--- config.mk ---
export PLATFORM = sky130hd
export DESIGN_NAME = encoder_angle_speed_unit_core
export DESIGN_NICKNAME = d
export VERILOG_FILES = /design/src/rtl/easu_pkg.sv /design/src/rtl/easu_ctrl.sv /design/src/rtl/easu_dp.sv /design/src/rtl/encoder_angle_speed_unit_core.sv
export VERILOG_INCLUDE_DIRS = /design/src /design/src/rtl
export SDC_FILE = /design/constraint.sdc
export NUM_CORES = 2
export LEC_CHECK = 0
export ABC_AREA = 0
export BUFFER_PORTS_ARGS = -buffer_cell sky130_fd_sc_hd__clkbuf_2
export CORE_ASPECT_RATIO = 1.25
export CORE_MARGIN = 2
export CORE_UTILIZATION = 55
export CTS_CLUSTER_DIAMETER = 200
export DETAILED_ROUTE_END_ITERATION = 10
export GPL_TIMING_DRIVEN = 0
export HOLD_SLACK_MARGIN = 0.06
export PLACE_DENSITY = 0.84
export SLEW_MARGIN = 20
export SYNTH_ARGS = -nofsm -noshare
export SYNTH_HDL_FRONTEND = slang
export SYNTH_SLANG_ARGS = --single-unit
--- constraint.sdc ---
create_clock -name i_clk -period 7.3 [get_ports i_clk]
set_clock_uncertainty 0.1 [all_clocks]
set_input_delay 0.365 -clock i_clk [delete_from_list [all_inputs] [get_ports i_clk]]
set_output_delay 0.365 -clock i_clk [all_outputs]
set_load 0.02 [all_outputs]
--- src/rtl/assert_macros.svh ---
// Assertion macros used by the top level of the encoder angle and speed block.
`ifndef ASSERT_MACROS_SVH
`define ASSERT_MACROS_SVH
`ifndef SYNTHESIS
// The consequent must hold in the same cycle as the antecedent.
`define ASSERT_SAME(label, clk, rst_n, ante, cons) \
    label: assert property (@(posedge clk) disable iff (!(rst_n)) (ante) |-> (cons)) \
        else $error("assertion failed");
// The consequent must hold in the cycle after the antecedent.
`define ASSERT_NEXT(label, clk, rst_n, ante, cons) \
    label: assert property (@(posedge clk) disable iff (!(rst_n)) (ante) |=> (cons)) \
        else $error("assertion failed");
`else
`define ASSERT_SAME(label, clk, rst_n, ante, cons)
`define ASSERT_NEXT(label, clk, rst_n, ante, cons)
`endif
`endif

--- src/rtl/easu_pkg.sv ---
// Package with the widths, constants and control types of the encoder angle and speed block.
package easu_pkg;

    localparam int ANGLE_BITS  = 14;
    localparam int MECH_W      = ANGLE_BITS + 1;
    localparam int RAW_W       = 14;
    localparam int OFFSET_W    = 14;
    localparam int POLE_W      = 6;
    localparam int RATE_W      = 16;
    localparam int CFG_INDEX_W = 2;
    localparam int CFG_DATA_W  = 16;
    localparam int ANGLE_OUT_W = 15;
    localparam int RAD_W       = 16;
    localparam int SPEED_W     = 15;

    localparam int PROD_W   = MECH_W + POLE_W;
    localparam int MAG60_W  = MECH_W + 6;
    localparam int SCALED_W = MAG60_W + RATE_W;
    localparam int Q_W      = SCALED_W + 4;
    localparam int RADP_W   = MECH_W + 32;
    localparam int RAD_SHIFT = 16 + ANGLE_BITS;

    localparam logic [MECH_W-1:0]   FULL_TURN   = MECH_W'(1) << ANGLE_BITS;
    localparam logic [31:0]         TWO_PI_Q29  = 32'd3373259426;
    localparam logic [SCALED_W-1:0] SPEED_LIMIT_SCALED = SCALED_W'(1000) << ANGLE_BITS;
    localparam logic [SPEED_W-1:0]  SPEED_LIMIT_Q4 = SPEED_W'(16000);

    // Configuration register indexes.
    localparam logic [CFG_INDEX_W-1:0] REG_ANGLE_OFFSET   = 2'd0;
    localparam logic [CFG_INDEX_W-1:0] REG_POLE_PAIRS     = 2'd1;
    localparam logic [CFG_INDEX_W-1:0] REG_SAMPLE_RATE_HZ = 2'd2;

    localparam logic [OFFSET_W-1:0] RESET_ANGLE_OFFSET = '0;
    localparam logic [POLE_W-1:0]   RESET_POLE_PAIRS   = POLE_W'(1);
    localparam logic [RATE_W-1:0]   RESET_SAMPLE_RATE  = RATE_W'(1000);

    // Commands from the controller: one load strobe per datapath step.
    typedef struct packed {
        logic load;
        logic mech;
        logic mul;
        logic scale;
        logic rad;
        logic fin;
    } t_cmd;

    typedef struct packed {
        logic out_free;
    } t_sts;

endpackage

--- src/rtl/easu_ctrl.sv ---
// Controller state machine that sequences one transaction through the datapath steps.
module easu_ctrl (
    input  logic          i_clk,
    input  logic          i_rst_n,
    input  logic          i_in_valid,
    input  easu_pkg::t_sts i_sts,
    output logic          o_in_stall,
    output easu_pkg::t_cmd o_cmd
);
    import easu_pkg::*;

    localparam logic [2:0] ST_IDLE  = 3'd0;
    localparam logic [2:0] ST_MECH  = 3'd1;
    localparam logic [2:0] ST_MUL   = 3'd2;
    localparam logic [2:0] ST_SCALE = 3'd3;
    localparam logic [2:0] ST_RAD   = 3'd4;
    localparam logic [2:0] ST_FIN   = 3'd5;

    logic [2:0] r_state;
    logic [2:0] n_state;

    always_comb begin
        n_state = r_state;
        o_cmd   = '0;
        case (r_state)
            ST_IDLE: begin
                if (i_in_valid) begin
                    o_cmd.load = 1'b1;
                    n_state    = ST_MECH;
                end
            end
            ST_MECH: begin
                o_cmd.mech = 1'b1;
                n_state    = ST_MUL;
            end
            ST_MUL: begin
                o_cmd.mul = 1'b1;
                n_state   = ST_SCALE;
            end
            ST_SCALE: begin
                o_cmd.scale = 1'b1;
                n_state     = ST_RAD;
            end
            ST_RAD: begin
                o_cmd.rad = 1'b1;
                n_state   = ST_FIN;
            end
            ST_FIN: begin
                // Wait here until the output register is free or being emptied.
                if (i_sts.out_free) begin
                    o_cmd.fin = 1'b1;
                    n_state   = ST_IDLE;
                end
            end
            default: begin
                n_state = ST_IDLE;
            end
        endcase
    end

    always_ff @(posedge i_clk) begin
        if (!i_rst_n) begin
            r_state <= ST_IDLE;
        end else begin
            r_state <= n_state;
        end
    end

    assign o_in_stall = (r_state != ST_IDLE);

endmodule

--- src/rtl/easu_dp.sv ---
// Datapath with angle, multiplier and speed stages plus the result register.
module easu_dp (
    input  logic                               i_clk,
    input  logic                               i_rst_n,
    input  easu_pkg::t_cmd                     i_cmd,
    output easu_pkg::t_sts                     o_sts,
    input  logic [easu_pkg::RAW_W-1:0]         i_raw_angle,
    input  logic [easu_pkg::OFFSET_W-1:0]      i_angle_offset,
    input  logic [easu_pkg::POLE_W-1:0]        i_pole_pairs,
    input  logic [easu_pkg::RATE_W-1:0]        i_sample_rate_hz,
    input  logic                               i_out_stall,
    output logic                               o_out_valid,
    output logic [easu_pkg::ANGLE_OUT_W-1:0]   o_mech_angle,
    output logic [easu_pkg::ANGLE_OUT_W-1:0]   o_elec_angle,
    output logic [easu_pkg::RAD_W-1:0]         o_elec_radians,
    output logic signed [easu_pkg::SPEED_W-1:0] o_speed_rpm
);
    import easu_pkg::*;

    logic [RAW_W-1:0]          r_raw;
    logic [MECH_W-1:0]         r_mech;
    logic [PROD_W-1:0]         r_prod;
    logic                      r_neg;
    logic [MAG60_W-1:0]        r_mag60;
    logic [MECH_W-1:0]         r_elec;
    logic [SCALED_W-1:0]       r_scaled;
    logic [RADP_W-1:0]         r_radp;
    logic signed [SPEED_W-1:0] r_speed;
    logic [MECH_W-1:0]         r_prev_mech;
    logic signed [SPEED_W-1:0] r_prev_speed;
    logic                      r_out_valid;
    logic [ANGLE_OUT_W-1:0]    r_out_mech;
    logic [ANGLE_OUT_W-1:0]    r_out_elec;
    logic [RAD_W-1:0]          r_out_rad;
    logic signed [SPEED_W-1:0] r_out_speed;

    logic [ANGLE_BITS-1:0]     w_wrapped;
    logic [MECH_W-1:0]         w_mag;
    logic                      w_neg;
    logic [PROD_W-1:0]         w_prod_m1;
    logic [MECH_W-1:0]         w_elec;
    logic [Q_W-1:0]            w_q_full;
    logic [SPEED_W-1:0]        w_q_clamp;
    logic signed [SPEED_W-1:0] w_speed;
    logic [RADP_W-1:0]         w_rad_sum;
    logic [RADP_W-1:0]         w_rad_sh;
    logic [RAD_W-1:0]          w_rad;

    // Offset correction wraps modulo one turn; the mirror gives 1..FULL_TURN.
    assign w_wrapped = ANGLE_BITS'(r_raw) - ANGLE_BITS'(i_angle_offset);

    assign w_neg = (r_mech < r_prev_mech);
    assign w_mag = w_neg ? (r_prev_mech - r_mech) : (r_mech - r_prev_mech);

    assign w_prod_m1 = r_prod - PROD_W'(1);
    assign w_elec = (r_prod == '0) ? '0 : (MECH_W'(w_prod_m1[ANGLE_BITS-1:0]) + MECH_W'(1));

    // Rounded 1/16 rpm magnitude; only used when the limit check passes.
    assign w_q_full  = ({r_scaled, 4'b0000} + Q_W'(FULL_TURN >> 1)) >> ANGLE_BITS;
    assign w_q_clamp = (w_q_full > Q_W'(SPEED_LIMIT_Q4)) ? SPEED_LIMIT_Q4
                                                          : w_q_full[SPEED_W-1:0];

    always_comb begin
        if (r_scaled > SPEED_LIMIT_SCALED) begin
            w_speed = r_prev_speed;
        end else if (r_neg) begin
            w_speed = -$signed(w_q_clamp);
        end else begin
            w_speed = $signed(w_q_clamp);
        end
    end

    assign w_rad_sum = r_radp + (RADP_W'(1) << (RAD_SHIFT - 1));
    assign w_rad_sh  = w_rad_sum >> RAD_SHIFT;
    assign w_rad     = (w_rad_sh > RADP_W'({RAD_W{1'b1}})) ? {RAD_W{1'b1}}
                                                            : w_rad_sh[RAD_W-1:0];

    always_ff @(posedge i_clk) begin
        if (i_cmd.load) begin
            r_raw <= i_raw_angle;
        end
        if (i_cmd.mech) begin
            r_mech <= FULL_TURN - MECH_W'(w_wrapped);
        end
        if (i_cmd.mul) begin
            r_prod  <= PROD_W'(r_mech) * PROD_W'(i_pole_pairs);
            r_neg   <= w_neg;
            r_mag60 <= (MAG60_W'(w_mag) << 6) - (MAG60_W'(w_mag) << 2);
        end
        if (i_cmd.scale) begin
            r_elec   <= w_elec;
            r_scaled <= SCALED_W'(r_mag60) * SCALED_W'(i_sample_rate_hz);
        end
        if (i_cmd.rad) begin
            r_radp  <= RADP_W'(r_elec) * RADP_W'(TWO_PI_Q29);
            r_speed <= w_speed;
        end
        if (i_cmd.fin) begin
            r_out_mech  <= ANGLE_OUT_W'(r_mech);
            r_out_elec  <= ANGLE_OUT_W'(r_elec);
            r_out_rad   <= w_rad;
            r_out_speed <= r_speed;
        end
    end

    always_ff @(posedge i_clk) begin
        if (!i_rst_n) begin
            r_prev_mech  <= '0;
            r_prev_speed <= '0;
            r_out_valid  <= 1'b0;
        end else begin
            if (i_cmd.fin) begin
                r_prev_mech  <= r_mech;
                r_prev_speed <= r_speed;
                r_out_valid  <= 1'b1;
            end else if (r_out_valid && !i_out_stall) begin
                r_out_valid <= 1'b0;
            end
        end
    end

    assign o_sts.out_free = !r_out_valid || !i_out_stall;
    assign o_out_valid    = r_out_valid;
    assign o_mech_angle   = r_out_mech;
    assign o_elec_angle   = r_out_elec;
    assign o_elec_radians = r_out_rad;
    assign o_speed_rpm    = r_out_speed;

endmodule

--- src/rtl/encoder_angle_speed_unit_core.sv ---
// Top level of the encoder angle and speed block: configuration registers, controller, datapath.
//
// Usage: the input channel (i_in_valid / o_in_stall) carries one raw 14-bit rotor
// angle per transaction. The output channel (o_out_valid / i_out_stall) returns one
// result per input: mechanical angle, electrical angle, electrical angle in Q3.13
// radians, and mechanical speed in 1/16 rpm.
// One item is in work at a time: the input stays stalled after an item is accepted
// until its result is loaded into the output register. Each item passes through
// a sequence of shared steps (offset and mirror, pole pair and speed pre-scale,
// rate multiply, radian multiply, output load). A finished result sits in the output
// register; the block accepts and works on the next input while it waits, and holds
// that next result in its last step until the receiver takes the previous one by
// dropping i_out_stall.
// The configuration registers (angle offset, pole pairs, sample rate) are written
// through i_cfg_we / i_cfg_index / i_cfg_data; the user must write them only while the
// block is idle, which the block does not enforce. Indexes beyond the list are ignored.
// Synchronous reset restores the register defaults (offset 0, one pole pair,
// 1000 Hz), clears the previous angle and speed to zero and empties the output.
`include "assert_macros.svh"

module encoder_angle_speed_unit_core (
    input  logic                                 i_clk,
    input  logic                                 i_rst_n,
    input  logic                                 i_in_valid,
    output logic                                 o_in_stall,
    input  logic [easu_pkg::RAW_W-1:0]           i_raw_angle,
    output logic                                 o_out_valid,
    input  logic                                 i_out_stall,
    output logic [easu_pkg::ANGLE_OUT_W-1:0]     o_mech_angle,
    output logic [easu_pkg::ANGLE_OUT_W-1:0]     o_elec_angle,
    output logic [easu_pkg::RAD_W-1:0]           o_elec_radians,
    output logic signed [easu_pkg::SPEED_W-1:0]  o_speed_rpm,
    input  logic                                 i_cfg_we,
    input  logic [easu_pkg::CFG_INDEX_W-1:0]     i_cfg_index,
    input  logic [easu_pkg::CFG_DATA_W-1:0]      i_cfg_data
);
    import easu_pkg::*;

    logic [OFFSET_W-1:0] r_angle_offset;
    logic [POLE_W-1:0]   r_pole_pairs;
    logic [RATE_W-1:0]   r_sample_rate_hz;

    t_cmd w_cmd;
    t_sts w_sts;

    // Configuration registers; data is truncated to each register's width.
    always_ff @(posedge i_clk) begin
        if (!i_rst_n) begin
            r_angle_offset   <= RESET_ANGLE_OFFSET;
            r_pole_pairs     <= RESET_POLE_PAIRS;
            r_sample_rate_hz <= RESET_SAMPLE_RATE;
        end else if (i_cfg_we) begin
            case (i_cfg_index)
                REG_ANGLE_OFFSET: begin
                    r_angle_offset <= i_cfg_data[OFFSET_W-1:0];
                end
                REG_POLE_PAIRS: begin
                    r_pole_pairs <= i_cfg_data[POLE_W-1:0];
                end
                REG_SAMPLE_RATE_HZ: begin
                    r_sample_rate_hz <= i_cfg_data[RATE_W-1:0];
                end
                default: begin
                end
            endcase
        end
    end

    // The controller steps each transaction through the datapath.
    easu_ctrl u_ctrl (
        .i_clk      (i_clk),
        .i_rst_n    (i_rst_n),
        .i_in_valid (i_in_valid),
        .i_sts      (w_sts),
        .o_in_stall (o_in_stall),
        .o_cmd      (w_cmd)
    );

    easu_dp u_dp (
        .i_clk            (i_clk),
        .i_rst_n          (i_rst_n),
        .i_cmd            (w_cmd),
        .o_sts            (w_sts),
        .i_raw_angle      (i_raw_angle),
        .i_angle_offset   (r_angle_offset),
        .i_pole_pairs     (r_pole_pairs),
        .i_sample_rate_hz (r_sample_rate_hz),
        .i_out_stall      (i_out_stall),
        .o_out_valid      (o_out_valid),
        .o_mech_angle     (o_mech_angle),
        .o_elec_angle     (o_elec_angle),
        .o_elec_radians   (o_elec_radians),
        .o_speed_rpm      (o_speed_rpm)
    );

    // An accepted transaction keeps the input side busy in the next cycle.
    `ASSERT_NEXT(a_busy_after_accept, i_clk, i_rst_n, i_in_valid && !o_in_stall, o_in_stall)

    // A new result only appears at the end of a transaction that was in work.
    `ASSERT_SAME(a_result_from_work, i_clk, i_rst_n, $rose(o_out_valid), $past(o_in_stall))

    // Results stay within their ranges: mechanical angle nonzero, electrical angle at
    // most one turn, speed within the limit.
    `ASSERT_SAME(a_result_range, i_clk, i_rst_n, o_out_valid,
        (o_mech_angle != '0) && (o_elec_angle <= ANGLE_OUT_W'(FULL_TURN))
        && (o_speed_rpm <= $signed(SPEED_LIMIT_Q4))
        && (o_speed_rpm >= -$signed(SPEED_LIMIT_Q4)))

endmodule
# Word level (Yosys, flattened, before mapping)
# Index checks and enable logic that the tools add are counted.
# W data, S select, Z words.
# word_totals
mem_bits_ro	0
input_bits	37
latchBits	0
out_inout_bits	63
mem_bits_rw	0
elab_cells	76
n_memories	0
register_bits	316
# classes
n_bitwise	0
mux	17
n_lt_le_gt_ge	4
add_sub_neg	10
shift	0
reduce_logical	13
div_mod_pow	0
eq_ne	9
multipliers	3
# op_table
op	count
$mux W15	4
$add A47 B30 Y47 const B	1
$mul A15 B31 Y46 const B	1
$add A41 B14 Y41 const B	1
$gt A37 B24 Y1 const B	1
$mul A21 B16 Y37	1
$sub A15 B15 Y15	2
$gt A27 B14 Y1 const B	1
$logic_not A21 Y1	1
$mul A15 B6 Y21	1
$sub A21 B17 Y21	1
$pmux W3 S6	1
$gt A17 B16 Y1 const B	1
$add A14 B1 Y15 const B	1
$lt A15 B15 Y1	1
$neg A15 Y15	1
$sub A15 B14 Y15 const A	1
$sub A14 B1 Y14 const B	1
$sub A14 B14 Y14	1
$mux W1	10
$reduce_and A2 Y1	4
$eq A3 B2 Y1 const B	2
$eq A3 B3 Y1 const B	2
$mux W3	2
12 further kinds	13

# Depth between registers and ports, before layout
# logic_depth
word_depth	6
ltp_mapped	26
mapped_depth_nobuf	25

# Cells and area by module
# A second synthesis with hierarchy kept.
# hier_totals
hier_cells	3353
hier_area_um2	32964.1
# by_module_without_submodules
module	cells_per_inst	seq_area_each_um2	area_each_um2	n_inst
easu_dp	3184	7046.8	31322.5	1
encoder_angle_speed_unit_core	146	720.7	1457.6	1
easu_ctrl	23	60.1	183.9	1

# Least setup slack after synthesis
# Ideal clock, no wire load.
# synth_timing
path_kind	flip-flop to flip-flop
from	register u_dp.r_mag60[7]
to	register u_dp.r_scaled[35] (data pin)
n_path_buf	1
slack_ps	431
stages_incl_launch_ff	26
period_less_slack_ps	6869
required_time_ps	6942
setup_time_ps	258
arrival_time_ps	6511
path_cell_list	edfxtp_1 clkbuf_1 nand2_1 fa_1 inv_1 fa_1 inv_1 fa_1 inv_1 fa_1 fa_1 inv_1 fa_1 inv_1 ha_1 a21o_1 a21o_1 a2111oi_0 o211a_1 o31ai_1 a41oi_1 o21bai_1 o31a_1 o21a_1 nor2_1 xnor2_1
# synth_via
elab_chain_cells	1
# synth_lines
item	line_no	source
start: declaration	easu_dp.sv:24	logic [MAG60_W-1:0] r_mag60;
start signal: assignment	easu_dp.sv:88	r_mag60 <= (MAG60_W'(w_mag) << 6) - (MAG60_W'(w_mag) << 2);
$mul A21 B16 Y37	easu_dp.sv:92	r_scaled <= SCALED_W'(r_mag60) * SCALED_W'(i_sample_rate_hz);
end signal: assignment	easu_dp.sv:92	
end: declaration	easu_dp.sv:26	logic [SCALED_W-1:0] r_scaled;
# Every way passes these cells.
# A chain may end at the register's enable or synchronous reset.

# Worst setup path in the final report
# layout_timing
from	register u_dp.r_mag60[16]
to	register u_dp.r_scaled[36] (data pin)
# The elaborated chain is that of the path after synthesis.

==> flow_summary.ini <==
[clocking]
cts_made_buffers = 34
cts-root-buf = clkbuf_16
cts_tree = done
path_clk_slew_ns = 0.07
clk_latency_ns = 0.57
cts_sinks = 284
cts_buffer_depth = 3
cts.htree.levels = 2

[synth]
synth.cell_area_sq_um = 32880
async_flop_share_pct = 0
ys_ff_latch = 284
ys_warn_count = 0
synth-edff-count = 214
ys_top_cells_by_area = fa_1 26%, edfxtp_1 20%, ha_1 14%
syn_nets = 4218
synthFlopType = edfxtp_1
seq_area_frac_synth_pct = 23.80
synth_top_cell_by_area = fa_1
synth.distinct_cells = 75
syn-instance-count = 3392
netlist.area_leader.share_pct = 26.12
syn-mean-instance-area_sq_um = 9.695

[timing]
fin_crit_sh_pct = 96.43
relSlewSlack_pct = 34.51
setup_tns_ns = 0
max_slew.worst_pin.slew_ns = 0.9749
final_max_slew_viol_count = 0
timing.fmax_ghz = 0.1421
final.min_clock_period_ns = 7.039
finalHoldViolCount = 0
setup-violations-final = 0

[power]
power.leakage_nw = 16.97
ir_worst_vdd_uv = 1081
cellPowerDensity_nw_per_um2 = 441.5
total_power_mw = 15.94

[floorplanning]
top_level_ports = 100
die_w_um = 222.7
dieArea_sq_um = 61770
die_h_um = 277.4
initial_core_util_pct = 55.45
num_rows = 100
core_sq_um = 59310

[detailed_routing]
wl_per_cell_um = 17.98
drc = 0
routed_wl_um = 78690
vias_per_cell = 5.586
firstDrtPassIters = 6
drtIter0Drc = 1579
postRouteAntennaNets = 0
vias = 24443

[grt]
grt_pass1_wl_um = 127800
grt_use_total_pct = 26.05
grt_max_degree = 56
antenna_found_initial = 0
gr-total-overflow = 0
grt_pass1_vias = 25816

[final_layout]
diodes = 0
nets = 4412
drive_gt1_share_pct = 7.173
area_delta_synth_final_pct = 9.817
mostFrequentLayoutCells = 644 x inv_1, 446 x nand2_1, 429 x fa_1
final_common_cell = inv_1
final_cells = 4376

[worst_hold_path]
hold_class = in -> reg
whs_path_depth = 2

[job]
timing.max_cap.violations = 0

[setup_path]
cp.arrival_ns = 7.24
ff2ff_path_depth = 23
max_stage_delay_ns = 0.55
crit_required_ns = 7.50
cp-end-kind = flop
cp-start-kind = flop
path_cells = clkbuf_2 > and2_1 > fa_1 > inv_1 > fa_1 > fa_1 > inv_1 > fa_1 > fa_1 > inv_1 > fa_1 > inv_1 > ha_1 > nand3_1 > or3_1 > a2111oi_1 > or2_2 > a31o_2 > a21oi_1 > a21oi_1 > a21o_1 > a21oi_1 > xnor2_1
cp_slowest_cell = fa_1
worst-setup-path-type = reg -> reg
critical_path.max_fanout = 10
path_common_cell = fa_1

[place]
dpl.cell_count = 4265
gp_congestion = 0.9703
port_buffers = 98
hpwlAfterDp_um = 62670

[outcome]
status = completed
==> cells by family after synthesis <==
logic type | Yosys count | share of synthesized area (%)
buffers and inverters | 761 | 8.709
flip-flops | 284 | 23.80
adder cells (fa/ha/maj) | 789 | 39.81
AO/OA/AOI/OAI | 416 | 8.626
XOR/XNOR | 164 | 4.391
multiplexers | 23 | 0.7267
AND/OR/NAND/NOR | 955 | 13.93
==> layer usage <==
layer	global-route usage (%)	part of all wire (%)	vias to the layer above	routed length, um
li1	-	-	11294	-
met3	4.459	6.2	275	4910
met2	46.64	51	900	39980
met5	0	0	-	0
met1	29.57	37	11974	29270
met4	14.03	5.8	0	4525
==> path summary, 6_finish.rpt <==
check                           slack [ns]        startpoint                   to
worst max-delay path                  0.26  u_dp.r_mag60[16]    u_dp.r_scaled[36]
worst min-delay path                  0.10           i_rst_n    r_angle_offset[1]
worst max register to register        0.26  u_dp.r_mag60[16]    u_dp.r_scaled[36]
worst min register to register        0.35   u_dp.r_speed[7]  u_dp.o_speed_rpm[7]
==> flip-flops by register name, indices dropped and copies added (netlist names) <==
signal / cells
u_dp.r_scaled: 35
u_dp.r_prod: 21
u_dp.r_mag60: 19
u_dp.r_radp: 18
r_sample_rate_hz: 16
u_dp.o_elec_radians: 16
u_dp.o_elec_angle: 15
u_dp.o_mech_angle: 15
u_dp.o_speed_rpm: 15
u_dp.r_elec: 15
u_dp.r_mech: 15
u_dp.r_prev_mech: 15
u_dp.r_prev_speed: 15
u_dp.r_speed: 15
r_angle_offset: 14
u_dp.r_raw: 14
r_pole_pairs: 6
u_ctrl.r_state: 3
u_dp.o_out_valid: 1
u_dp.r_neg: 1
==> Yosys cell counts (all sizes together), types with 16 or more instances <==
cell type,instances
and3,18
a31oi,17
a21boi,60
clkbuf,110
ha,360
inv,645
nand4,19
xor2,52
a21oi,109
nand2,447
dfxtp,70
edfxtp,214
mux2i,16
a21o,44
nor2,104
o21bai,20
and2,177
o21a,23
xnor2,112
nor2b,19
or3,19
nor3,32
o21ai,51
nand3,42
fa,429
==> stage by stage <==
stage | area [sq um] | hold WS [ns] | setup WS [ns] | util [%]
3_5_place_dp | 34470 | 0.3335 | -0.4326 | 58.11
6_report | 36110 | 0.1048 | 0.2606 | 60.89
5_1_grt | 36110 | 0.1242 | -0.01493 | 60.89
3_3_place_gp | 34330 | 0.3321 | -0.3504 | 57.89
2_1_floorplan | 32880 | 0.3262 | 0.4313 | -
4_1_cts | 35930 | 0.08866 | 0.01341 | 60.58
==> where the power goes <==
part | leakage [nW] | switching [mW] | internal [mW]
sequential | 2.51 | 0.170 | 2.41
clock | 0.545 | 0.729 | 1.00
combinational | 13.9 | 6.60 | 5.04
total | 17.0 | 7.49 | 8.45
==> final cells by class <==
class | instances | area [sq um]
inverter | 645 | 2421
timing repair buffer | 159 | 1062
fill | 4753 | 23190
sequential | 284 | 7829
clock inverter | 15 | 147.6
multi-input combinational | 2347 | 22250
tap | 765 | 957.2
clock buffer | 46 | 957.2
buffer | 115 | 490.5
==> critical path, delay by kind of cell, from the launching register on <==
kind | cells | cell delay [ns]
buffers and inverters | 5 | 0.47
and+or+nand+nor | 4 | 1.01
AOI/OAI and AO/OA | 6 | 1.06
DFF | 1 | 0.53
adders and majority gates | 7 | 3.46
xor gates and xnor gates | 1 | 0.13
==> timing repair <==
action,CTS,global route
pin swaps,0,2
setup endpoints to repair,6,6
resized for setup,16,47
hold buffers,31,0
setup buffers,2,18
endpoints found under the hold margin,50,0
gates cloned,0,0
No activity file was read; power rests on OpenSTA's default activity.
